==> src/rtl/core/mets_pkg.sv <==
// Shared types and constants for the escape-time pixel unit.
// No dependencies; every module of the block imports this package.
package mets_pkg;

  // Widths of the fixed-point words and of the item fields
  localparam int WORD_BITS      = 64;
  localparam int STEP_BITS      = 63;
  localparam int HALF_BITS      = 32;
  localparam int PIX_BITS       = 12;
  localparam int ITER_BITS      = 16;
  localparam int COLOR_BITS     = 8;
  localparam int CFG_INDEX_BITS = 3;
  localparam int FRAC_BITS_DEF  = 60;

  // Color map and escape constants
  localparam int LIMIT_RST    = 100;
  localparam int BRIGHT_SCALE = 255;
  localparam int BRIGHT_FLOOR = 20;
  localparam int RED_DIV      = 255 * 25;
  localparam int RED_GAIN     = 512;
  localparam int ESC_RADIUS   = 2;

  localparam logic [WORD_BITS-1:0] S64_MAX = {1'b0, {(WORD_BITS-1){1'b1}}};
  localparam logic [WORD_BITS-1:0] S64_MIN = {1'b1, {(WORD_BITS-1){1'b0}}};

  // Configuration register indexes
  typedef enum logic [CFG_INDEX_BITS-1:0] {
    CFG_X_ORIGIN   = 3'd0,
    CFG_Y_ORIGIN   = 3'd1,
    CFG_X_STEP     = 3'd2,
    CFG_Y_STEP     = 3'd3,
    CFG_ITER_LIMIT = 3'd4
  } cfg_idx_t;

  typedef struct packed {
    logic [WORD_BITS-1:0] x_origin;
    logic [WORD_BITS-1:0] y_origin;
    logic [STEP_BITS-1:0] x_step;
    logic [STEP_BITS-1:0] y_step;
    logic [ITER_BITS-1:0] iteration_limit;
  } mets_cfg_t;

  typedef struct packed {
    logic [PIX_BITS-1:0] column;
    logic [PIX_BITS-1:0] row;
  } mets_in_t;

  typedef struct packed {
    logic [ITER_BITS-1:0]  iterations;
    logic [COLOR_BITS-1:0] red;
    logic [COLOR_BITS-1:0] green;
    logic [COLOR_BITS-1:0] blue;
  } mets_out_t;

  // Multiplier result scaling: fixed-point product or plain saturated product
  typedef enum logic {
    MUL_FIX = 1'b0,
    MUL_MAP = 1'b1
  } mul_mode_t;

  typedef struct packed {
    logic      go;
    mul_mode_t mode;
  } mul_req_t;

  typedef struct packed {
    logic                 done;
    logic [WORD_BITS-1:0] res;
  } mul_rsp_t;

  typedef struct packed {
    logic                  done;
    logic [COLOR_BITS-1:0] red;
    logic [COLOR_BITS-1:0] green;
    logic [COLOR_BITS-1:0] blue;
  } col_rsp_t;

  typedef enum logic [1:0] {
    MS_IDLE,
    MS_RUN,
    MS_POST
  } mul_state_t;

  typedef enum logic [1:0] {
    CL_IDLE,
    CL_DIV,
    CL_LUT
  } col_state_t;

  typedef enum logic [3:0] {
    SQ_IDLE,
    SQ_MAP_X,
    SQ_MAP_Y,
    SQ_SQR_A,
    SQ_SQR_B,
    SQ_TEST,
    SQ_MUL_AB,
    SQ_UPDATE,
    SQ_COLOR
  } seq_state_t;

endpackage

==> src/rtl/core/mets_mul.sv <==
// Shared 64x64 signed-magnitude multiplier built on one 32x32 multiplier.
// Scales and saturates the product per request mode; uses mets_pkg.
module mets_mul
  import mets_pkg::*;
#(
  parameter int FRAC_BITS = FRAC_BITS_DEF
) (
  input  logic                 clk,
  input  logic                 rst_n,
  input  mul_req_t             req,
  input  logic [WORD_BITS-1:0] op_x,
  input  logic [WORD_BITS-1:0] op_y,
  output mul_rsp_t             rsp
);

  localparam int ACC_BITS = 2 * WORD_BITS;

  mul_state_t st_r, st_nxt;
  logic [2:0]             k_r;
  logic [WORD_BITS-1:0]   ux_r, uy_r;
  logic                   neg_r;
  mul_mode_t              mode_r;
  logic [WORD_BITS-1:0]   p_r;
  logic [ACC_BITS-1:0]    acc_r;
  logic [WORD_BITS-1:0]   res_r;
  logic                   done_r;

  logic                   load;
  logic                   run_done;
  logic [WORD_BITS-1:0]   ux, uy;
  logic [HALF_BITS-1:0]   mul_a, mul_b;
  logic [WORD_BITS-1:0]   prod;
  logic [ACC_BITS-1:0]    addend;
  logic                   sat;
  logic [WORD_BITS-1:0]   mag;
  logic [WORD_BITS-1:0]   res_nxt;

  // Take magnitudes of the signed operands
  assign ux = op_x[WORD_BITS-1] ? (~op_x + 1'b1) : op_x;
  assign uy = op_y[WORD_BITS-1] ? (~op_y + 1'b1) : op_y;

  // Next state and sequencing controls
  always_comb begin
    st_nxt   = st_r;
    load     = 1'b0;
    run_done = 1'b0;
    case (st_r)
      MS_IDLE: begin
        if (req.go && !done_r) begin
          load   = 1'b1;
          st_nxt = MS_RUN;
        end
      end
      MS_RUN: begin
        if (k_r == 3'd4) begin
          run_done = 1'b1;
          st_nxt   = MS_POST;
        end
      end
      MS_POST: st_nxt = MS_IDLE;
      default: st_nxt = MS_IDLE;
    endcase
  end

  // Select the partial product for this step
  always_comb begin
    case (k_r[1:0])
      2'd0: begin
        mul_a = ux_r[HALF_BITS-1:0];
        mul_b = uy_r[HALF_BITS-1:0];
      end
      2'd1: begin
        mul_a = ux_r[HALF_BITS-1:0];
        mul_b = uy_r[WORD_BITS-1:HALF_BITS];
      end
      2'd2: begin
        mul_a = ux_r[WORD_BITS-1:HALF_BITS];
        mul_b = uy_r[HALF_BITS-1:0];
      end
      default: begin
        mul_a = ux_r[WORD_BITS-1:HALF_BITS];
        mul_b = uy_r[WORD_BITS-1:HALF_BITS];
      end
    endcase
  end

  assign prod = mul_a * mul_b;

  // Align the registered partial product of the previous step
  always_comb begin
    case (k_r)
      3'd1:       addend = {{WORD_BITS{1'b0}}, p_r};
      3'd2, 3'd3: addend = {{HALF_BITS{1'b0}}, p_r, {HALF_BITS{1'b0}}};
      3'd4:       addend = {p_r, {WORD_BITS{1'b0}}};
      default:    addend = '0;
    endcase
  end

  // Scale, saturate and apply sign
  always_comb begin
    if (mode_r == MUL_MAP) begin
      sat = |acc_r[ACC_BITS-1:WORD_BITS-1];
      mag = {1'b0, acc_r[WORD_BITS-2:0]};
    end else begin
      sat = |acc_r[ACC_BITS-1:FRAC_BITS+WORD_BITS-1];
      mag = {1'b0, acc_r[FRAC_BITS+WORD_BITS-2:FRAC_BITS]};
    end
    if (sat) begin
      mag = S64_MAX;
    end
    res_nxt = neg_r ? (~mag + 1'b1) : mag;
  end

  // Hold state and result strobe
  always_ff @(posedge clk) begin
    if (!rst_n) begin
      st_r   <= MS_IDLE;
      done_r <= 1'b0;
    end else begin
      st_r   <= st_nxt;
      done_r <= (st_r == MS_POST);
    end
  end

  // Advance the accumulation
  always_ff @(posedge clk) begin
    if (load) begin
      ux_r   <= ux;
      uy_r   <= uy;
      neg_r  <= (req.mode == MUL_FIX) && (op_x[WORD_BITS-1] != op_y[WORD_BITS-1]);
      mode_r <= req.mode;
      k_r    <= '0;
      acc_r  <= '0;
    end else if (st_r == MS_RUN) begin
      p_r   <= prod;
      acc_r <= acc_r + addend;
      if (!run_done) begin
        k_r <= k_r + 3'd1;
      end
    end
    if (st_r == MS_POST) begin
      res_r <= res_nxt;
    end
  end

  assign rsp.done = done_r;
  assign rsp.res  = res_r;

endmodule

==> config.mk <==
export PLATFORM = sky130hd
export DESIGN_NAME = mets_mul
export DESIGN_NICKNAME = d
export VERILOG_FILES = /design/src/rtl/core/mets_pkg.sv /design/src/rtl/core/mets_mul.sv
export SDC_FILE = /design/constraint.sdc
export NUM_CORES = 2
export LEC_CHECK = 0
export BUFFER_PORTS_ARGS = -buffer_cell sky130_fd_sc_hd__clkbuf_2
export CORE_ASPECT_RATIO = 1.75
export CORE_MARGIN = 1
export CORE_UTILIZATION = 42
export DETAILED_ROUTE_END_ITERATION = 7
export PLACE_DENSITY_LB_ADDON = 0.1
export SLEW_MARGIN = 10
export SYNTH_ARGS = -nofsm -noshare
export SYNTH_HDL_FRONTEND = slang
export SYNTH_SLANG_ARGS = --single-unit
==> constraint.sdc <==
create_clock -name clk -period 10 [get_ports clk]
set_input_delay 2 -clock clk [delete_from_list [all_inputs] [get_ports clk]]
set_output_delay 2 -clock clk [all_outputs]
set_load 0.01 [all_outputs]
* Word-level counts from Yosys, hierarchy flattened *
Index checks and enable logic that the tools add are counted.

word-level totals
  flip-flop bits (word level) = 392
  bits of input ports = 132
  output and inout bits = 65
  word-level logic and storage cells = 64

operators by class
  $add $sub $neg = 5
  multipliers = 1
  equal/unequal tests = 11
  muxes and demuxes = 16
  bitwise operators = 6
  reduce and logical (&&, ||, !) cells = 13

operators with widths
  cell                                                              count
  128-bit one-hot mux with 3 select lines                           1
  64-bit by 1-bit adder with 64-bit output (second input constant)  3
  64-bit inverter                                                   3
  63-bit 2-to-1 mux                                                 3
  128-bit adder                                                     1
  64-bit 2-to-1 mux                                                 2
  65-bit OR reduction                                               1
  32-bit by 32-bit multiplier with 64-bit output                    1
  32-bit 2-to-1 mux                                                 2
  3-bit by 2-bit == test with 1-bit output (second input constant)  2
  2-bit AND reduction                                               3
  2-bit OR reduction                                                3
  1-bit 2-to-1 mux                                                  5
  5-bit OR reduction                                                1
  2-bit by 1-bit == test with 1-bit output (second input constant)  2
  2-bit == test (second input constant)                             2
  2-bit logical NOT                                                 2
  2-bit 2-to-1 mux                                                  2
  2-bit inequality test (second input constant)                     2
  2-bit one-hot mux with 2 select lines                             1
  3-bit by 1-bit adder with 3-bit output (second input constant)    1
  3-bit by 1-bit == test with 1-bit output (second input constant)  1
  3-bit == test (second input constant)                             1
  1-bit inverter                                                    3
  3 further kinds                                                   4

* Logic depth before layout (Yosys ltp) *
  word-level depth = 6
  mapped depth = 40
  depth with buffers taken out = 36

* Least setup slack after synthesis *
Ideal clock, no wire load.

  path kind = register to register
  start = register k_r[0]
  end = register p_r[60], data pin
  setup time = 269 ps
  data arrival time = 9359 ps
  setup slack = 372 ps
  stages on the path, launching flop included = 37
  buffers on the path = 4
  cells stage by stage = dfxtp_1 inv_1 ha_1 clkbuf_1 nor2_1 clkbuf_1 buf_1 mux2i_1 clkbuf_1 nor2_1 fa_1 fa_1 fa_1 inv_1 fa_1 inv_1 fa_1 inv_1 fa_1 inv_1 fa_1 fa_1 ha_1 nand2_1 o21bai_1 a21o_1 a21oi_1 o22ai_1 a2111oi_0 o21a_1 nor2_1 o21ai_0 a311oi_1 nor2b_1 o21a_1 o21a_1 o211ai_1

on the way
  longest elaborated chain between the ends = 4

RTL lines
  item                                                                    RTL line         RTL
  from (decl)                                                             mets_mul.sv:19   logic [2:0] k_r;
  from (signal assigned)                                                  mets_mul.sv:138  k_r <= k_r + 3'd1;
  2-bit by 1-bit == test with 1-bit output, or another cell as far along  mets_mul.sv:67   case (k_r[1:0])
  2-bit OR reduction (no line)                                            n/a
  32-bit 2-to-1 mux                                                       mets_mul.sv:67
  32-bit by 32-bit multiplier with 64-bit output (*)                      mets_mul.sv:87   assign prod = mul_a * mul_b;
  named net prod[60]                                                      mets_mul.sv:32   logic [WORD_BITS-1:0] prod;
  to (signal assigned)                                                    mets_mul.sv:135  p_r <= prod;
  to (decl)                                                               mets_mul.sv:23   logic [WORD_BITS-1:0] p_r;

Mark *: on every way through the listed nets, which the timed path passes. The rest lies on a longest branch.
A chain may end at the register's enable or synchronous reset.

* Final worst setup path *
  start = register k_r[0]
  end = register p_r[57], data pin

Same word-level chain as after synthesis.

==> results by group <==
Hold path
  – Worst hold-check path type: flop to flop

Global route
  – Global-route wire length before repair: 382200 um
  – Tot GR Track Use: 0.3822
  – Met2 global-route usage: 0.7013
  – Met3 usage: 0.05565
  – Gr ovfl total: 0
  – Antenna violations before repair: 16
  – Number of global-route vias before repair: 53920
  – Grt met1 use: 0.3325
  – Largest net degree at the start of global routing: 137
  – Grt peak-use layer: met2

Die
  – Die area: 143200 um^2
  – Core Rows: 182
  – Die height: 499.8 um
  – Initial Util: 0.4234
  – IO Count: 197
  – Core ar.: 140500 um^2
  – Chip width: 286.5 um

Job
  – Max Cap Violations: 0

Critical path
  – Slowest CP cell: fa_1
  – Family with the most delay on the worst path: adder cells
  – Top cell by count, worst path: fa_1
  – Crit-path max FO: 36
  – CP Capture Type: flop
  – Critical path arrival: 10100 ps
  – Crit path largest cell delay: 730 ps
  – Startpoint Class: flop
  – Worst Path Required: 10380 ps
  – CP Class: flop to flop
  – CP Buf/Inv Count: 7

STA
  – Final hold violation count: 0
  – Max Freq: 102.9 MHz
  – Worst Max-Slew Pin Slew: 1195 ps
  – Slew HR: 0.1946
  – Final setup fails: 0
  – Pins Over Slew Limit: 0
  – Setup Skew: 45.45 ps
  – Period utilisation layout: 0.9716
  – Final min period: 9716 ps

Yosys
  – Mean post-synth cell area: 8.814 um^2
  – Mapped cell area: 59480 um^2
  – Syn_nets: 8176
  – Netlist cell types: 84
  – Asr flop ratio synth: 0
  – Synthesized instance count: 6749
  – Seq cells post-synth: 392
  – Post-synthesis sequential area ratio: 0.1753
  – Synth Flop Type: edfxtp_1
  – Number of synthesized flops with an enable pin: 258
  – Synth warnings: 0

Cells and area
  – Final net count: 8311
  – Final Cell Area: 65800 um^2
  – Filler cell count in the final layout: 13830
  – Share of layout cells above drive strength 1: 0.09858
  – Commonest non-fill, non-tap cell in the layout: inv_1
  – Area growth, synth to finish: 10.61%
  – Most frequent cells in the layout: 937 x inv_1, 897 x fa_1, 874 x nand2_1

Detailed routing
  – Final WL: 271700 um
  – Post-route antenna net violation count: 0
  – Initial DRC count: 3192
  – Drt drc: 0
  – Via density per instance: 5.693
  – Routed wire length per instance: 30.96 um
  – Vias: 49970
  – DR pass1 iterations: 6

Clocking
  – CTS clk-pin slew, worst paths: 70 ps
  – CTS Hold Bufs: 0
  – Clk buf depth: 3
  – Skew-Pair Late Insertion Delay: 660 ps
  – Num CTS Buffers: 44
  – CTS tree: done
  – H-tree depth: 2
  – Root Driver: clkbuf_16
  – Sink Count: 392

Placement
  – Buffers added on ports: 196
  – Gpl congestion: 1.036
  – Dpl cell area: 64090 um^2
  – Hpwl dp: 225500 um

Run status
  – Status: complete, no violations
==> through the flow <==
stage / TNS (ps) / hold slack [ps] / std cells / setup slack, ps / util
2_1_floorplan: 0 / 444.7 / 6749 / 371.8 / -
3_3_place_gp: 0 / 464.1 / 8678 / 335.4 / 0.4562
3_5_place_dp: 0 / 474.7 / 8678 / 279.4 / 0.4562
4_1_cts: 0 / 483.2 / 8758 / 247.8 / 0.4678
5_1_grt: -7.681 / 495.8 / 8774 / -7.681 / 0.4682
6_report: 0 / 483.8 / 8777 / 283.7 / 0.4683
==> per-layer routing <==
metal / vias up / share of wire
li1: 22260 / -
met1: 24940 / 0.30
met2: 1863 / 0.52
met3: 907 / 0.047
met4: 4 / 0.14
met5: - / 0.00012
==> flip-flops by register name (all words and copies together) (netlist names) <==
name,count
acc_r,128
done_r,1
k_r,3
mode_r,1
neg_r,1
p_r,64
res_r,64
st_r,2
ux_r,64
uy_r,64
==> final cells by class <==
| cell class | count | area [um^2] | area share |
|---|---|---|---|
| diodes | 19 | 47.55 | 0.0007226 |
| well taps | 1840 | 2302 | 0.03499 |
| flip-flops and latches | 392 | 10430 | 0.1585 |
| repair buffers | 436 | 3346 | 0.05085 |
| multi-input cells | 5071 | 44510 | 0.6765 |
| inverters | 939 | 3527 | 0.05361 |
| clock buffers | 51 | 1169 | 0.01776 |
| clock inverters | 29 | 462.9 | 0.007036 |
==> path summary, 6_finish.rpt <==
check | slack [ps] | cells past startpoint | end | startpoint
max | 280 | 34 | p_r[57] | k_r[0]
min | 480 | 2 | acc_r[126] | acc_r[126]
max reg2reg | 280 | 34 | p_r[57] | k_r[0]
min reg2reg | 480 | 2 | acc_r[126] | acc_r[126]
==> cell families (layout without fill, tap and decap cells) <==
| kind of cell | after synthesis | count (layout) | share of synthesized area |
|---|---|---|---|
| AND/OR/NAND/NOR | 2125 | 2125 | 0.1556 |
| adder cells (fa/ha/maj) | 1295 | 1295 | 0.3856 |
| buffers and inverters | 1286 | 1455 | 0.08157 |
| AO/OA/AOI/OAI | 1110 | 1110 | 0.1168 |
| flip-flops | 392 | 392 | 0.1753 |
| XOR/XNOR | 352 | 352 | 0.05183 |
| multiplexers | 189 | 189 | 0.03323 |
| other | 0 | 19 | 0 |
==> synthesized netlist by cell type, drive strengths merged (28+ instances only) <==
library cell,number,share of area
fa,897,0.30
a31oi,28,0.0029
inv,939,0.059
buf,34,0.0026
a21o,126,0.016
mux2,68,0.013
nand2,875,0.055
o21ai,268,0.023
o21bai,38,0.0048
nand2b,46,0.0051
a21oi,365,0.031
and3,46,0.0048
mux2i,121,0.020
o31ai,57,0.0078
and2,47,0.0049
o21a,33,0.0042
a22o,68,0.010
nand4,80,0.0085
nand3,49,0.0042
nor3,70,0.0061
dfxtp,134,0.045
clkbuf,313,0.020
edfxtp,258,0.13
ha,398,0.084
or3,40,0.0043
xnor2,275,0.040
xor2,77,0.011
nor2,746,0.047
nor4,40,0.0046
==> worst register-to-register path: cells and delay by family, from the launching register on <==
family,cells,cell delay [ps]
AOI/OAI and AO/OA,11,2040
xor gates and xnor gates,1,80
adders and majority gates,10,4650
buffers and inverters,7,1270
DFF,1,400
muxes,1,370
and+or+nand+nor,4,660
==> repair_timing <==
action	CTS	global route
setup buffers	0	0
setup endpoints to repair	0	5
resized for setup	0	5
Power is not shown: default switching activity piles up to over one toggle a cycle in this logic, so the estimate is an artifact.
